--- src/hw/rtl/cpio_pkg.sv ---
// ----------------------------------------------------------------------------
// cpio_pkg
// Shared types and constants for the controller port I/O register block.
// ----------------------------------------------------------------------------
package cpio_pkg;

    // Operation codes
    localparam logic [2:0] OP_RD_BYTE = 3'd0;
    localparam logic [2:0] OP_RD_WORD = 3'd1;
    localparam logic [2:0] OP_WR_BYTE = 3'd2;
    localparam logic [2:0] OP_WR_WORD = 3'd3;
    localparam logic [2:0] OP_BUTTON  = 3'd4;

    // Decoded offsets, one bit wider than the bus offset so that the second
    // byte of a word access at the last offset stays out of the decode
    localparam logic [5:0] OFS_A_DATA = 6'h03;
    localparam logic [5:0] OFS_B_DATA = 6'h05;
    localparam logic [5:0] OFS_A_DIR  = 6'h09;
    localparam logic [5:0] OFS_B_DIR  = 6'h0B;

    // Reset values and fixed read values
    localparam logic [7:0] LATCH_RESET    = 8'h7F;
    localparam logic [7:0] DIR_RESET      = 8'h00;
    localparam logic [7:0] BUTTONS_RESET  = 8'hFF;
    localparam logic [7:0] UNDECODED_BYTE = 8'hFF;

    // Port A select line within the data latch
    localparam int SELECT_BIT = 6;

    // One bus or button transaction
    typedef struct packed {
        logic [2:0]  operation;
        logic [4:0]  offset;
        logic [15:0] write_data;
        logic [2:0]  button;
        logic        pressed;
    } cpio_item_t;

    // Architectural state of both ports and the button store
    typedef struct packed {
        logic [7:0] a_latch;
        logic [7:0] b_latch;
        logic [7:0] a_dir;
        logic [7:0] b_dir;
        logic [7:0] buttons;
    } cpio_state_t;

endpackage

--- src/hw/rtl/cpio_in_reg.sv ---
// ----------------------------------------------------------------------------
// cpio_in_reg
// Input register: captures one transaction and releases it to the core
// once the result side can take it.
// ----------------------------------------------------------------------------
module cpio_in_reg
(
    input  logic                clk,
    input  logic                rst_n,
    input  logic                req_valid,
    output logic                req_stall,
    input  logic [2:0]          operation,
    input  logic [4:0]          offset,
    input  logic [15:0]         write_data,
    input  logic [2:0]          button,
    input  logic                pressed,
    input  logic                has_result,
    input  logic                out_free,
    output cpio_pkg::cpio_item_t item,
    output logic                fire
);

    logic                 valid_reg;
    logic                 valid_next;
    cpio_pkg::cpio_item_t item_reg;
    logic                 accept;

    // Retire the held transaction; a read also needs room in the output stage
    assign fire      = valid_reg && (!has_result || out_free);
    assign req_stall = valid_reg && !fire;
    assign accept    = req_valid && !req_stall;
    assign item      = item_reg;

    // Advance the valid flag
    always_comb
    begin
        if (accept)
        begin
            valid_next = 1'b1;
        end
        else if (fire)
        begin
            valid_next = 1'b0;
        end
        else
        begin
            valid_next = valid_reg;
        end
    end

    always_ff @(posedge clk or negedge rst_n)
    begin
        if (!rst_n)
        begin
            valid_reg <= 1'b0;
        end
        else
        begin
            valid_reg <= valid_next;
        end
    end

    // Capture the payload on accept
    always_ff @(posedge clk)
    begin
        if (accept)
        begin
            item_reg.operation  <= operation;
            item_reg.offset     <= offset;
            item_reg.write_data <= write_data;
            item_reg.button     <= button;
            item_reg.pressed    <= pressed;
        end
    end

endmodule

--- src/hw/rtl/cpio_core.sv ---
// ----------------------------------------------------------------------------
// cpio_core
// Port registers and button store: decodes the held transaction, updates
// state on retire and forms the read data.
// ----------------------------------------------------------------------------
module cpio_core
(
    input  logic                 clk,
    input  logic                 rst_n,
    input  cpio_pkg::cpio_item_t item,
    input  logic                 fire,
    output logic                 has_result,
    output logic [15:0]          rsp_data,
    output cpio_pkg::cpio_state_t state
);

    cpio_pkg::cpio_state_t state_reg;
    cpio_pkg::cpio_state_t state_next;
    logic [5:0]            ofs0;
    logic [5:0]            ofs1;
    logic                  wr_en;
    logic                  wr_word;
    logic [7:0]            byte0;
    logic [7:0]            byte1;
    logic [8:0]            wr_a_data;
    logic [8:0]            wr_b_data;
    logic [8:0]            wr_a_dir;
    logic [8:0]            wr_b_dir;
    logic [7:0]            rd_hi;
    logic [7:0]            rd_lo;

    // Active-low pad byte seen on port A, with output bits from the latch
    function automatic logic [7:0] pad_byte(cpio_pkg::cpio_state_t s);
        logic [7:0] v;
        if (s.a_latch[cpio_pkg::SELECT_BIT])
        begin
            v = {2'b01, s.buttons[5:0]};
        end
        else
        begin
            v = {2'b00, s.buttons[7], s.buttons[6], 2'b00, s.buttons[1:0]};
        end
        return (v & ~s.a_dir) | (s.a_latch & s.a_dir);
    endfunction

    // Byte read at one decoded offset
    function automatic logic [7:0] read_byte(logic [5:0] ofs,
                                             cpio_pkg::cpio_state_t s);
        logic [7:0] d;
        case (ofs)
            cpio_pkg::OFS_A_DATA: d = pad_byte(s);
            cpio_pkg::OFS_B_DATA: d = s.b_latch;
            cpio_pkg::OFS_A_DIR:  d = s.a_dir;
            cpio_pkg::OFS_B_DIR:  d = s.b_dir;
            default:              d = cpio_pkg::UNDECODED_BYTE;
        endcase
        return d;
    endfunction

    // Write hit and data for one register: {hit, byte}
    function automatic logic [8:0] write_sel(logic [5:0] addr, logic en, logic word,
                                             logic [5:0] a0, logic [5:0] a1,
                                             logic [7:0] d0, logic [7:0] d1);
        logic [8:0] r;
        if (en && (a0 == addr))
        begin
            r = {1'b1, d0};
        end
        else if (en && word && (a1 == addr))
        begin
            r = {1'b1, d1};
        end
        else
        begin
            r = {1'b0, d0};
        end
        return r;
    endfunction

    assign state = state_reg;
    assign ofs0  = {1'b0, item.offset};
    assign ofs1  = ofs0 + 6'd1;

    // Decode the operation
    always_comb
    begin
        has_result = 1'b0;
        wr_en      = 1'b0;
        wr_word    = 1'b0;
        case (item.operation)
            cpio_pkg::OP_RD_BYTE: has_result = 1'b1;
            cpio_pkg::OP_RD_WORD: has_result = 1'b1;
            cpio_pkg::OP_WR_BYTE: wr_en      = fire;
            cpio_pkg::OP_WR_WORD:
            begin
                wr_en   = fire;
                wr_word = 1'b1;
            end
            default: has_result = 1'b0;
        endcase
    end

    // Word writes put the high byte at the offset, the low byte one above
    assign byte0 = wr_word ? item.write_data[15:8] : item.write_data[7:0];
    assign byte1 = item.write_data[7:0];

    assign wr_a_data = write_sel(cpio_pkg::OFS_A_DATA, wr_en, wr_word, ofs0, ofs1, byte0, byte1);
    assign wr_b_data = write_sel(cpio_pkg::OFS_B_DATA, wr_en, wr_word, ofs0, ofs1, byte0, byte1);
    assign wr_a_dir  = write_sel(cpio_pkg::OFS_A_DIR,  wr_en, wr_word, ofs0, ofs1, byte0, byte1);
    assign wr_b_dir  = write_sel(cpio_pkg::OFS_B_DIR,  wr_en, wr_word, ofs0, ofs1, byte0, byte1);

    // Next state: masked latch writes, direction writes, button events
    always_comb
    begin
        state_next = state_reg;
        if (wr_a_data[8])
        begin
            state_next.a_latch = (state_reg.a_latch & ~state_reg.a_dir) |
                                 (wr_a_data[7:0] & state_reg.a_dir);
        end
        if (wr_b_data[8])
        begin
            state_next.b_latch = (state_reg.b_latch & ~state_reg.b_dir) |
                                 (wr_b_data[7:0] & state_reg.b_dir);
        end
        if (wr_a_dir[8])
        begin
            state_next.a_dir = wr_a_dir[7:0];
        end
        if (wr_b_dir[8])
        begin
            state_next.b_dir = wr_b_dir[7:0];
        end
        if (fire && (item.operation == cpio_pkg::OP_BUTTON))
        begin
            state_next.buttons[item.button] = !item.pressed;
        end
    end

    always_ff @(posedge clk or negedge rst_n)
    begin
        if (!rst_n)
        begin
            state_reg.a_latch <= cpio_pkg::LATCH_RESET;
            state_reg.b_latch <= cpio_pkg::LATCH_RESET;
            state_reg.a_dir   <= cpio_pkg::DIR_RESET;
            state_reg.b_dir   <= cpio_pkg::DIR_RESET;
            state_reg.buttons <= cpio_pkg::BUTTONS_RESET;
        end
        else
        begin
            state_reg <= state_next;
        end
    end

    // Form read data; a byte read leaves the high byte zero
    assign rd_hi = read_byte(ofs0, state_reg);
    assign rd_lo = read_byte(ofs1, state_reg);

    always_comb
    begin
        if (item.operation == cpio_pkg::OP_RD_WORD)
        begin
            rsp_data = {rd_hi, rd_lo};
        end
        else
        begin
            rsp_data = {8'h00, rd_hi};
        end
    end

endmodule

--- src/hw/rtl/cpio_out_reg.sv ---
// ----------------------------------------------------------------------------
// cpio_out_reg
// Output register: holds one read result until the consumer takes it.
// ----------------------------------------------------------------------------
module cpio_out_reg
(
    input  logic        clk,
    input  logic        rst_n,
    input  logic        load,
    input  logic [15:0] data,
    input  logic        rsp_stall,
    output logic        rsp_valid,
    output logic [15:0] read_data,
    output logic        out_free
);

    logic        valid_reg;
    logic        valid_next;
    logic [15:0] data_reg;

    // Free when empty or when the held result leaves this cycle
    assign out_free  = !valid_reg || !rsp_stall;
    assign rsp_valid = valid_reg;
    assign read_data = data_reg;

    always_comb
    begin
        if (load)
        begin
            valid_next = 1'b1;
        end
        else if (!rsp_stall)
        begin
            valid_next = 1'b0;
        end
        else
        begin
            valid_next = valid_reg;
        end
    end

    always_ff @(posedge clk or negedge rst_n)
    begin
        if (!rst_n)
        begin
            valid_reg <= 1'b0;
        end
        else
        begin
            valid_reg <= valid_next;
        end
    end

    // Hold the result until a new one loads
    always_ff @(posedge clk)
    begin
        if (load)
        begin
            data_reg <= data;
        end
    end

endmodule

--- src/hw/rtl/controller_port_io_registers.sv ---
// A read transaction goes through the input register, then the output register.
// Throughput: one transaction per cycle; the input register retires a held
// transaction each cycle unless a read waits on a full, stalled output register.
// Reset (rst_n, asynchronous, active low): port latches 0x7F, directions 0x00,
// all buttons released, no transaction held and no result pending.
// ----------------------------------------------------------------------------
// controller_port_io_registers
// Two controller port register pairs with a button store, behind a bus-style
// transaction channel and a read result channel.
// ----------------------------------------------------------------------------
module controller_port_io_registers
(
    input  logic        clk,
    input  logic        rst_n,
    input  logic        req_valid,
    output logic        req_stall,
    input  logic [2:0]  operation,
    input  logic [4:0]  offset,
    input  logic [15:0] write_data,
    input  logic [2:0]  button,
    input  logic        pressed,
    output logic        rsp_valid,
    input  logic        rsp_stall,
    output logic [15:0] read_data
);

    cpio_pkg::cpio_item_t  item;
    cpio_pkg::cpio_state_t state;
    logic                  fire;
    logic                  has_result;
    logic                  out_free;
    logic [15:0]           rsp_data;

    cpio_in_reg u_in_reg
    (
        .clk        (clk),
        .rst_n      (rst_n),
        .req_valid  (req_valid),
        .req_stall  (req_stall),
        .operation  (operation),
        .offset     (offset),
        .write_data (write_data),
        .button     (button),
        .pressed    (pressed),
        .has_result (has_result),
        .out_free   (out_free),
        .item       (item),
        .fire       (fire)
    );

    cpio_core u_core
    (
        .clk        (clk),
        .rst_n      (rst_n),
        .item       (item),
        .fire       (fire),
        .has_result (has_result),
        .rsp_data   (rsp_data),
        .state      (state)
    );

    cpio_out_reg u_out_reg
    (
        .clk       (clk),
        .rst_n     (rst_n),
        .load      (fire && has_result),
        .data      (rsp_data),
        .rsp_stall (rsp_stall),
        .rsp_valid (rsp_valid),
        .read_data (read_data),
        .out_free  (out_free)
    );

`ifndef ASSERT_OFF
    // A retired read always shows up as a pending result
    a_read_lands: assert property (@(posedge clk) disable iff (!rst_n)
        (fire && has_result) |=> rsp_valid)
        else $error("retired read did not load the output register");

    // The button store only moves on a retired button event
    a_buttons_quiet: assert property (@(posedge clk) disable iff (!rst_n)
        !(fire && (item.operation == cpio_pkg::OP_BUTTON)) |=> $stable(state.buttons))
        else $error("button store changed without a button event");

    // Port B latch bits configured as inputs never change
    a_b_inputs_hold: assert property (@(posedge clk) disable iff (!rst_n)
        1'b1 |=> ((state.b_latch & ~$past(state.b_dir)) ==
                  ($past(state.b_latch) & ~$past(state.b_dir))))
        else $error("port B input bit changed");
`endif

endmodule
--- config.mk ---
export PLATFORM = sky130hd
export DESIGN_NAME = controller_port_io_registers
export DESIGN_NICKNAME = d
export VERILOG_FILES = /design/src/hw/rtl/cpio_pkg.sv /design/src/hw/rtl/cpio_in_reg.sv /design/src/hw/rtl/cpio_core.sv /design/src/hw/rtl/cpio_out_reg.sv /design/src/hw/rtl/controller_port_io_registers.sv
export SDC_FILE = /design/constraint.sdc
export NUM_CORES = 1
export LEC_CHECK = 0
export BUFFER_PORTS_ARGS = -buffer_cell sky130_fd_sc_hd__buf_2
export CORE_ASPECT_RATIO = 1.2
export CORE_MARGIN = 2
export CORE_UTILIZATION = 46
export DETAILED_ROUTE_END_ITERATION = 16
export PLACE_DENSITY = 0.65
export SYNTH_ARGS = -nofsm -noshare
export SYNTH_HDL_FRONTEND = slang
export SYNTH_SLANG_ARGS = --single-unit
--- constraint.sdc ---
create_clock -name clk -period 7.2 [get_ports clk]
set_clock_uncertainty 0.1 [all_clocks]
set_input_delay 1.44 -clock clk [delete_from_list [all_inputs] [get_ports clk]]
set_output_delay 1.44 -clock clk [all_outputs]
set_load 0.005 [all_outputs]
* After elaboration in Yosys (flattened, before gate mapping)
Index checks and enable logic that the tools add are counted. W data, S select, Z words.
Storage, ports and cells: logic and storage cells 95, flip-flop bits (word level) 86
Cells by class: bitwise gates (word level) 13, reduce and logical (&&, ||, !) cells 27, add/subtract/negate cells 1, magnitude comparators 2, mux-type cells 25, equality and inequality tests 13
Operators by type and width (count):
- $mux W9 | 8
- $pmux W8 S4 | 2
- $and A8 B8 Y8 | 7
- $mux W8 | 4
- $or A8 B8 Y8 | 4
- $not A8 Y8 | 2
- $logic_and A1 B1 Y1 | 15
- $eq A6 B4 Y1 const B | 2
- $eq A5 B4 Y1 const B | 2
- $bwmux W8 | 1
- $mux W1 | 8
- $mux W7 | 1
- $add A5 B1 Y6 const B | 1
- $eq A3 B2 Y1 const B | 2
- $eq A6 B2 Y1 const B | 1
- $eq A6 B3 Y1 const B | 1
- $logic_not A1 Y1 | 6
- $eq A5 B2 Y1 const B | 1
- $eq A5 B3 Y1 const B | 1
- $lt A3 B4 Y1 const B | 1
- $reduce_or A2 Y1 | 2
- $demux W1 S3 | 1
- $eq A3 B1 Y1 const B | 1
- $eq A3 B3 Y1 const B | 1
- other kinds (5) | 6

* Logic depth before layout (Yosys ltp)
Gate-level depths: netlist of run 1.
depth after elaboration 13, gate-level depth with buffers 6

* Hierarchy
From an unflattened synthesis of run 1, not the netlist that was laid out.
Unflattened totals: cell total of the unflattened synthesis 367, area, all modules 4463.0 um^2
By module, submodules not included:
- cpio_core | seq. area each 1028.5 um^2, cells each 312, times used 1, area each 3026.7 um^2
- cpio_in_reg | seq. area each 865.8 um^2, cells each 35, times used 1, area each 913.4 um^2
- cpio_out_reg | seq. area each 505.5 um^2, cells each 19, times used 1, area each 516.7 um^2
- controller_port_io_registers | seq. area each 0.0 um^2, cells each 1, times used 1, area each 6.3 um^2

* Least setup slack after synthesis of run 1
Ideal clock, no wire load.
path kind input -> register, start point in rsp_stall, end point reg u_in_reg.item_reg (netlist bit u_in_reg.item[0]), enable pin, data arrival time 2.856 ns, buffers on the path 0, setup time 0.416 ns, cell stages on the path 3, path slack 3.827 ns, data required time 6.684 ns, path through nand2_1 nor2_1 nor2b_1
Between the ends: longest elaborated chain between the ends 8
RTL lines:
- start, declared | line controller_port_io_registers.sv:23 | input logic rsp_stall,
- $logic_not A1 Y1 | line cpio_out_reg.sv:22 | assign out_free = !valid_reg || !rsp_stall;
- $logic_or A1 B1 Y1 | line cpio_out_reg.sv:22
- $logic_or A1 B1 Y1 | line cpio_in_reg.sv:29 | assign fire = valid_reg && (!has_result || out_free);
- $logic_and A1 B1 Y1 | line cpio_in_reg.sv:29
- $logic_not A1 Y1 | line cpio_in_reg.sv:30 | assign req_stall = valid_reg && !fire;
- $logic_and A1 B1 Y1 | line cpio_in_reg.sv:30
- net req_stall | line controller_port_io_registers.sv:16 | output logic req_stall,
- $logic_not A1 Y1 | line cpio_in_reg.sv:31 | assign accept = req_valid && !req_stall;
- $logic_and A1 B1 Y1 | line cpio_in_reg.sv:31
- net u_in_reg.accept | line cpio_in_reg.sv:26 | logic accept;
- end, declared | line cpio_in_reg.sv:25 | cpio_pkg::cpio_item_t item_reg;
The timed path passes the listed nets, and every way through them passes these cells. A chain may end at the register's enable or synchronous reset.

* Worst setup path in the final report of run 1
start point in rsp_stall, end point out req_stall
Between the ends: longest elaborated chain between the ends 6
RTL lines (line):
- $logic_not A1 Y1 | cpio_out_reg.sv:22
- $logic_or A1 B1 Y1 | cpio_out_reg.sv:22
- $logic_or A1 B1 Y1 | cpio_in_reg.sv:29
- $logic_and A1 B1 Y1 | cpio_in_reg.sv:29
- $logic_not A1 Y1 | cpio_in_reg.sv:30
- $logic_and A1 B1 Y1 | cpio_in_reg.sv:30
- end, declared | controller_port_io_registers.sv:16
Every way passes these cells.

==> flow_summary_export.csv, run 1 <==
group,metric,value,unit
placed_design,port_buffers,49,
power_and_ir_drop,vdd_drop_max,0.0984,mV
timing,worst_pin_slew,0.966,ns
cells_and_area,n_fill_cell,823,
global_route,antenna_found_initial,0,
timing,slew_headroom,35.6,%
global_route,grt_pass1_wl,16200,um
timing,fin_tns_setup,0,ns
drt,drt-pass1-iter-count,4,
timing,min_period,3.46,ns
clock_network,htree_levels,3,
global_route,grt_max_degree,43,
power_and_ir_drop,switchingPower,0.286,mW
floorplanning,io-pin-count,50,
worst_setup_path,cp_max_fo,3,
drt,vias_per_cell,5.78,
floorplanning,rows,39,
global_route,grt.overflow.total,0,
drt,wirelength,10100,um
synth,synth_flop_cell,"edfxtp_1",
drt,num_vias,3151,
worst_setup_path,cp_data_required_time,5.66,ns
floorplanning,die_area,10800,um^2
floorplanning,die_h,113,um
job,drv_cap,0,
clock_network,clockBufferDepth,2,
synth,syn-num-nets,406,
cells_and_area,fin_nets,449,
cells_and_area,drive_gt1_share,29.4,%
synth,synthDistinctLibCells,65,
worst_setup_path,path_class,"input pin to output pin",
power_and_ir_drop,combPwrFrac,9.3,%
drt,antenna_left,0,
cells_and_area,final_common_cell,"buf_2",
synth,yosys_warnings,0,
clock_network,cts_tree,"built",
power_and_ir_drop,seq_power_share,51.2,%
clock_network,clock_sinks,86,
drt,drt_iter0_drc,208,
clock_network,cts_buffers,9,
cells_and_area,final_cell_mix,"buf_2, mux2i_1, edfxtp_1",
floorplanning,start_util,47.7,%
power_and_ir_drop,pwr-share-clk,39.5,%
min_path,hp-class,"register to register",
cells_and_area,area_growth,12.9,%
global_route,grt_pass1_vias,3023,
clock_network,cts_root_buffer,"clkbuf_16",
cells_and_area,n_antenna_cell,0,
timing,grt_setup_unrepaired,"no",
drt,drc,0,
power_and_ir_drop,leakage,2.17,nW
power_and_ir_drop,powerDensity,228,nW/um^2
placed_design,place.gp.congestion,0.940,
power_and_ir_drop,internal-power,0.895,mW
worst_setup_path,crit_arrival,1.92,ns
worst_setup_path,cp-end-kind,"output pin",
timing,hold_violations,0,
synth,yosysSeqAreaShare,52.3,%
run_status,outcome,"completed",
drt,wire_per_inst,18.5,um
timing,max_freq,0.289,GHz
clock_network,path_clk_slew,0.06,ns
clock_network,post_cts.repair.setup_buffers,0,
clock_network,clock_latency,0.34,ns
timing,finalCritPeriodShare,48.1,%
synth,syn_inst,374,
global_route,grt.total_usage,20.2,%
cells_and_area,design_area,5170,um^2
synth,ys_seq_elements,86,
floorplanning,core-area,9610,um^2
power_and_ir_drop,p_sw_share,24.2,%
synth,synth_async_sr_flop_share,48.8,%
placed_design,dp_hpwl,7120,um
timing,slew_viol_final,0,
clock_network,cts_hold_buffers,0,
synth,syn_area,4590,um^2
floorplanning,dieWidth,95.1,um
worst_setup_path,cp-start-kind,"input pin",
clock_network,post_cts_resized,0,
synth,synth_edf_count,44,
timing,finalSetupViolCount,0,
synth,syn_area_per_cell,12.3,um^2
placed_design,place_area,4870,um^2
## kinds of logic after synthesis
kind of cell | Yosys count | share of synthesized area (%)
buffers and inverters | 25 | 3.27
AOI/OAI and AO/OA | 75 | 10.5
and+or+nand+nor | 114 | 16.1
DFF | 86 | 52.3
muxes | 73 | 17.7
xor gates and xnor gates | 1 | 0.191
## stage by stage
step | setup WS, ns | util [%] | hold WS, ns | power (mW) | instances
6_report | 3.74 | 53.8 | 0.396 | 1.18 | 545
3_3_place_gp | 3.76 | 50.7 | 0.381 | 0.718 | 529
3_5_place_dp | 3.74 | 50.7 | 0.386 | 0.723 | 529
5_1_grt | 3.66 | 53.8 | 0.426 | 1.23 | 545
4_1_cts | 3.73 | 53.8 | 0.394 | 1.19 | 545
2_1_floorplan | 3.83 | - | 0.366 | 0.679 | 374
## path summary, 6_finish.rpt
kind,start,end,slack [ns],cells after the start
setup / recovery,rsp_stall,req_stall,3.74,4
hold / removal,u_core.state[3]$_DFFE_PN1P_,u_core.state[3]$_DFFE_PN1P_,0.40,2
setup reg to reg,u_in_reg.item[23]$_DFFE_PP_,u_out_reg.read_data[0]$_DFFE_PP_,4.65,4
hold reg to reg,u_core.state[3]$_DFFE_PN1P_,u_core.state[3]$_DFFE_PN1P_,0.40,2
max in group asynchronous,rst_n,async pin,5.25,1
min in group asynchronous,rst_n,u_in_reg.valid_reg$_DFFE_PN0P_,1.15,1
## per-layer routing
metal / vias to the layer above / part of all wire (%) / routed length, um / global-route usage (%)
met2: 95 / 48 / 4840 / 30.9
met1: 1538 / 45 / 4570 / 28.4
met4: 0 / 2.2 / 224 / 8.12
met5: - / 0 / 0 / 0
li1: 1503 / - / - / -
met3: 15 / 4.4 / 445 / 3.83
## power by group through the flow
stage | sequential, mW | combinational, mW | clock, mW
after floorplan | 0.595 | 0.0840 | 0
after detailed placement | 0.614 | 0.110 | 0
final | 0.605 | 0.110 | 0.466
after CTS | 0.605 | 0.110 | 0.475
after global placement | 0.612 | 0.106 | 0
after global routing | 0.611 | 0.123 | 0.498
## critical path: stages
cell and delay [ns]:
buf_2 0.09, nand2_1 0.06, nor2_1 0.19, buf_2 0.15
## final cells by class
cell class                 instances  area [um^2]  share of cell area, %
clock buffer                      11          243                   4.69
clock inverter                     5         57.6                   1.11
inverter                           6         22.5                  0.435
multi-input combinational        263         2040                   39.4
sequential                        86         2400                   46.4
tap                              123          154                   2.97
timing repair buffer              51          260                   5.03
## synth_stat cells, types with 4 or more instances
| cell | count | area share (%) |
|---|---|---|
| or3_1 | 5 | 0.68 |
| o31ai_1 | 6 | 0.98 |
| inv_1 | 6 | 0.49 |
| clkbuf_1 | 5 | 0.41 |
| edfxtp_1 | 44 | 29 |
| buf_6 | 6 | 1.5 |
| dfrtp_1 | 20 | 11 |
| buf_2 | 6 | 0.65 |
| nand3_1 | 4 | 0.44 |
| mux2_1 | 12 | 2.9 |
| nand3b_1 | 10 | 1.6 |
| nand2_1 | 28 | 2.3 |
| nor3_1 | 5 | 0.55 |
| mux2_4 | 12 | 3.9 |
| a21oi_1 | 25 | 2.7 |
| nor2_1 | 15 | 1.2 |
| nand2b_1 | 9 | 1.2 |
| and3_1 | 4 | 0.55 |
| dfstp_2 | 22 | 13 |
| mux2_2 | 4 | 0.98 |
| mux2i_1 | 45 | 9.8 |
| a2111oi_0 | 4 | 0.76 |
| nor2b_1 | 4 | 0.55 |
| a31oi_1 | 8 | 1.1 |
| o21ai_0 | 10 | 1.1 |
| a22oi_1 | 6 | 0.98 |
Note: power is estimated with default switching activity, not from simulation.
==> inputs of run 2 (changes only) <==
Clock period 7.2 ns to 3.46 ns, I/O delays scaled along.
==> run 2 against run 1 <==
Compared with the run above:
- sequential share of layout area about the same
- global-route usage up 0.52 points
- design area about the same
- die area unchanged
- clock power up 100%
- clock-buffer cell count up 2
- final cell count unchanged
- via count up 0.54%
- largest cell class unchanged
==> flow_summary_export.csv, run 2 (same netlist as run 1, synthesis figures left out) <==
group,metric,value,unit
clock_network,post_cts.repair.setup_buffers,0,
clock_network,clock_latency,0.34,ns
floorplanning,die_area,10800,um^2
floorplanning,io-pin-count,50,
cells_and_area,design_area,5170,um^2
cells_and_area,drive_gt1_share,29.4,%
cells_and_area,final_util,53.8,%
cells_and_area,final_cell_mix,"buf_2, mux2i_1, edfxtp_1",
power_and_ir_drop,leakage,2.17,nW
worst_setup_path,crit_family,"simple AND/OR/NAND/NOR gates",
clock_network,cts_buffers,9,
drt,vias_per_cell,5.81,
cells_and_area,final_common_cell,"buf_2",
clock_network,clockBufferDepth,2,
worst_setup_path,cp-start-kind,"register",
worst_setup_path,reg2reg_from,"u_in_reg.item[23]$_DFFE_PP_",
worst_setup_path,cp_max_fo,7,
cells_and_area,seqCellArea,2400,um^2
drt,wirelength,10200,um
clock_network,path_clk_slew,0.06,ns
drt,drt_iter0_drc,161,
timing,grt_setup_unrepaired,"no",
global_route,grt_pass1_vias,3189,
clock_network,htree_levels,3,
drt,num_vias,3168,
floorplanning,core-area,9610,um^2
min_path,worstHoldEndpoint,"u_core.state[6]$_DFFE_PN1P_",
drt,drt-pass1-iter-count,7,
timing,worst_pin_slew,0.967,ns
worst_setup_path,slowest_delay,0.53,ns
clock_network,post_cts_resized,0,
worst_setup_path,crit_chain,"or3b_2 -> nor2_1 -> buf_2",
cells_and_area,n_fill_cell,851,
worst_setup_path,cp-end-kind,"output pin",
placed_design,port_buffers,49,
job,drv_cap,0,
min_path,hold_depth,2,
clock_network,cts_root_buffer,"clkbuf_16",
drt,antenna_left,0,
clock_network,cts_hold_buffers,0,
worst_setup_path,cpMaxStageDelayCell,"or3b_2",
worst_setup_path,crit_arrival,1.69,ns
placed_design,placed_cells,529,
cells_and_area,fin_nets,449,
timing,fin_ws,0.975,ns
worst_setup_path,reg2reg_depth,4,
worst_setup_path,path_class,"register to output pin",
placed_design,place_area,4870,um^2
worst_setup_path,reg2reg_slack,1.02,ns
cells_and_area,area_growth,12.8,%
floorplanning,dieWidth,95.1,um
timing,holdWs,0.400,ns
global_route,grt.overflow.total,0,
power_and_ir_drop,total_power,2.44,mW
timing,slew_viol_final,0,
timing,fin_tns_setup,0,ns
cells_and_area,stdcell_count,545,
placed_design,place.gp.congestion,0.898,
timing,hold_violations,0,
floorplanning,start_util,47.7,%
global_route,antenna_found_initial,0,
clock_network,clock_sinks,86,
run_status,outcome,"completed",
power_and_ir_drop,powerDensity,471,nW/um^2
cells_and_area,multiInputGateArea,2040,um^2
min_path,hold_start,"u_core.state[6]$_DFFE_PN1P_",
worst_setup_path,reg2reg_to,"u_out_reg.read_data[3]$_DFFE_PP_",
timing,min_period,2.48,ns
timing,finalCritPeriodShare,71.8,%
timing,max_freq,0.402,GHz
global_route,grt.total_usage,20.7,%
power_and_ir_drop,vdd_drop_max,0.302,mV
worst_setup_path,path_buf_inv,1,
floorplanning,rows,39,
placed_design,post-place-ws,1.04,ns
drt,wire_per_inst,18.6,um
worst_setup_path,cp_data_required_time,2.67,ns
drt,drc,0,
placed_design,dp_hpwl,7370,um
global_route,grt_max_degree,43,
timing,finalSetupViolCount,0,
floorplanning,die_h,113,um
cells_and_area,n_antenna_cell,0,
min_path,hp-class,"register to register",
clock_network,cts_tree,"built",
global_route,grt_pass1_wl,16700,um
timing,slew_headroom,35.5,%
## run 2: cell count changes in the layout (fill, tap and decap cells not counted)
cell	previous run	this run
bufinv_16	1	0
clkbuf_16	9	10
clkbuf_8	1	2
clkinv_2	2	3
clkinv_4	1	0
inv_6	1	0
## run 2: worst max-delay path by stage
stage | from | end | slack (ns) | cells past startpoint
floorplan | rsp_stall | u_in_reg.item[0]$_DFFE_PP_ | 0.84 | 3
global placement | u_in_reg.item[23]$_DFFE_PP_ | register | 1.06 | 4
detailed placement | u_in_reg.item[23]$_DFFE_PP_ | register | 1.04 | 4
CTS | u_in_reg.item[26]$_DFFE_PP_ | req_stall | 0.97 | 3
global route | u_in_reg.item[23]$_DFFE_PP_ | u_out_reg.read_data[2]$_DFFE_PP_ | 0.86 | 4
finish | u_in_reg.item[26]$_DFFE_PP_ | req_stall | 0.98 | 3
## run 2: cell type report
type / instances / share of cell area [%]
clock buffer: 13 / 5.44
tap: 123 / 2.98
clock inverter: 3 / 0.290
multi-input combinational: 263 / 39.4
sequential: 86 / 46.4
timing repair buffer: 51 / 5.03
inverter: 6 / 0.436
## run 2: power breakdown
part	internal (mW)	switching, mW
sequential	1.17	0.0889
combinational	0.109	0.119
clock	0.566	0.381
total	1.85	0.589
## run 2: worst register-to-register path, delay by kind of cell (launching register included)
family          cells  cell delay (ns)
flops               1             0.92
simple gates        2             0.77
compound gates      2             0.48
## run 2: metal layers
metal	up-vias	track usage (%)	share of wire, %	wire (um)
li1	1505	-	-	-
met1	1545	27.4	44	4510
met2	97	32.2	48	4870
met3	21	5.28	5.0	509
met4	0	9.08	2.6	269
met5	-	0	0	0
==> inputs of run 3 (changes only) <==
Clock period 3.46 ns to 2.55 ns, I/O delays scaled along.
==> run 3 against run 2 <==
Compared with the run above:
- utilization grew 1.1 points
- power increased by 39%
- global-route usage up 0.29 points
- combinational power up 43%
- highest routed layer unchanged
- largest power group unchanged
- via count increased by 1.8%
- non-clock buffer count rose by 12
- critical endpoint unchanged
- sequential power up 35%
==> flow_summary_export.csv, run 3 (same netlist as run 1, synthesis figures left out) <==
group,metric,value,unit
placed_design,port_buffers,49,
global_route,grt.overflow.total,0,
worst_setup_path,crit_arrival,1.68,ns
cells_and_area,drive_gt1_share,31.1,%
clock_network,post_cts.repair.setup_buffers,0,
clock_network,htree_levels,3,
drt,antenna_left,0,
drt,wire_per_inst,18.4,um
clock_network,clock_sinks,86,
cells_and_area,fin_nets,461,
timing,slew_headroom,54.6,%
power_and_ir_drop,powerDensity,643,nW/um^2
timing,worst_pin_slew,0.672,ns
global_route,grt_max_degree,29,
timing,hold_violations,0,
cells_and_area,final_common_cell,"buf_2",
job,drv_cap,0,
cells_and_area,n_fill_cell,812,
floorplanning,rows,39,
drt,drc,0,
global_route,met2_usage,31.9,%
min_path,hp-class,"input pin to async pin",
worst_setup_path,cp-end-kind,"output pin",
global_route,grt_pass1_vias,3203,
run_status,outcome,"completed",
timing,fin_ws,0.255,ns
placed_design,dp_hpwl,7530,um
clock_network,cts_root_buffer,"clkbuf_16",
cells_and_area,area_growth,15.1,%
power_and_ir_drop,vdd_drop_max,0.378,mV
drt,drt-pass1-iter-count,5,
clock_network,cts_tree,"built",
floorplanning,core-area,9610,um^2
worst_setup_path,path_class,"register to output pin",
global_route,antenna_found_initial,0,
clock_network,cts_buffers,9,
worst_setup_path,cp_max_fo,7,
global_route,busiest_layer,"met2",
floorplanning,io-pin-count,50,
floorplanning,die_h,113,um
drt,wirelength,10300,um
global_route,use_met3,4.82,%
worst_setup_path,cp-start-kind,"register",
cells_and_area,multiInputGateArea,2040,um^2
timing,grt_setup_unrepaired,"no",
timing,max_freq,0.436,GHz
worst_setup_path,crit_chain,"or3b_2 -> nor2_1 -> buf_2",
global_route,grt_pass1_wl,17000,um
clock_network,clockBufferDepth,2,
worst_setup_path,cpMaxStageDelayCell,"or3b_2",
floorplanning,die_area,10800,um^2
cells_and_area,n_antenna_cell,0,
global_route,grt.total_usage,21.0,%
global_route,met1_usage,28.6,%
placed_design,place.gp.congestion,0.906,
cells_and_area,seqCellArea,2400,um^2
clock_network,path_clk_slew,0.05,ns
drt,drt_iter0_drc,199,
drt,vias_per_cell,5.79,
clock_network,post_cts_resized,0,
drt,num_vias,3224,
timing,finalCritPeriodShare,90.0,%
placed_design,post-place-ws,0.382,ns
timing,fin_tns_setup,0,ns
floorplanning,start_util,47.7,%
cells_and_area,final_cell_mix,"buf_2, mux2i_1, edfxtp_1",
timing,min_period,2.29,ns
clock_network,cts_hold_buffers,0,
timing,slew_viol_final,0,
worst_setup_path,cp_data_required_time,1.94,ns
clock_network,clock_latency,0.34,ns
timing,finalSetupViolCount,0,
power_and_ir_drop,leakage,2.23,nW
floorplanning,dieWidth,95.1,um
worst_setup_path,slowest_delay,0.53,ns
==> run 3: cell count changes in the layout (fill, tap and decap cells not counted) <==
cell / delta
clkbuf_8: -1
buf_4: +12
clkinv_2: -1
clkbuf_1: +1
bufinv_16: +1
==> run 3: stage by stage <==
| step | hold WS, ns | utilization [%] | cell area [um^2] | total power, mW | std cells |
|---|---|---|---|---|---|
| floorplan | 0.114 | - | 4590 | 1.92 | 374 |
| global placement | 0.380 | 51.6 | 4960 | 2.04 | 541 |
| detailed placement | 0.385 | 51.6 | 4960 | 2.06 | 541 |
| CTS | 0.113 | 54.9 | 5280 | 3.42 | 557 |
| global route | 0.139 | 54.9 | 5280 | 3.54 | 557 |
| finish | 0.104 | 54.9 | 5280 | 3.39 | 557 |
==> run 3: layout make-up <==
| cell class | count | share of cell area (%) |
|---|---|---|
| Inverter | 6 | 0.427 |
| Multi-Input combinational cell | 263 | 38.6 |
| Tap cell | 123 | 2.92 |
| Timing Repair Buffer | 63 | 6.64 |
| Sequential cell | 86 | 45.5 |
| Clock buffer | 13 | 5.15 |
| Clock inverter | 3 | 0.759 |
==> run 3: critical path: cells and delay by family, from the launching register on <==
family	cells	cell delay, ns
flip-flops	1	0.48
buffers and inverters	1	0.15
AND/OR/NAND/NOR	2	0.72
==> run 3: layer usage <==
metal  share of wire, %  wire length, um  vias up
met1                 43             4400     1558
met5                  0                0        -
met2                 48             4940      120
met3                6.6              675       19
li1                   -                -     1527
met4                2.5              255        0
==> run 3: power breakdown <==
part	switching, mW	internal (mW)
clock	0.520	0.842
sequential	0.112	1.59
combinational	0.171	0.156
==> run 3: final timing paths <==
check | slack, ns | startpoint | endpoint | cells past startpoint
setup / recovery | 0.26 | u_in_reg.item[26]$_DFFE_PP_ | req_stall | 3
hold / removal | 0.10 | rst_n | u_in_reg.valid_reg$_DFFE_PN0P_ | 1
hold reg to reg | 0.39 | u_core.state[3]$_DFFE_PN1P_ | u_core.state[3]$_DFFE_PN1P_ | 2
setup reg to reg | 0.33 | u_in_reg.item[24]$_DFFE_PP_ | u_out_reg.read_data[1]$_DFFE_PP_ | 4
max in group asynchronous | 1.58 | rst_n | async pin | 2
min in group clk | 0.24 | write_data[5] | u_in_reg.item[9]$_DFFE_PP_ | 1
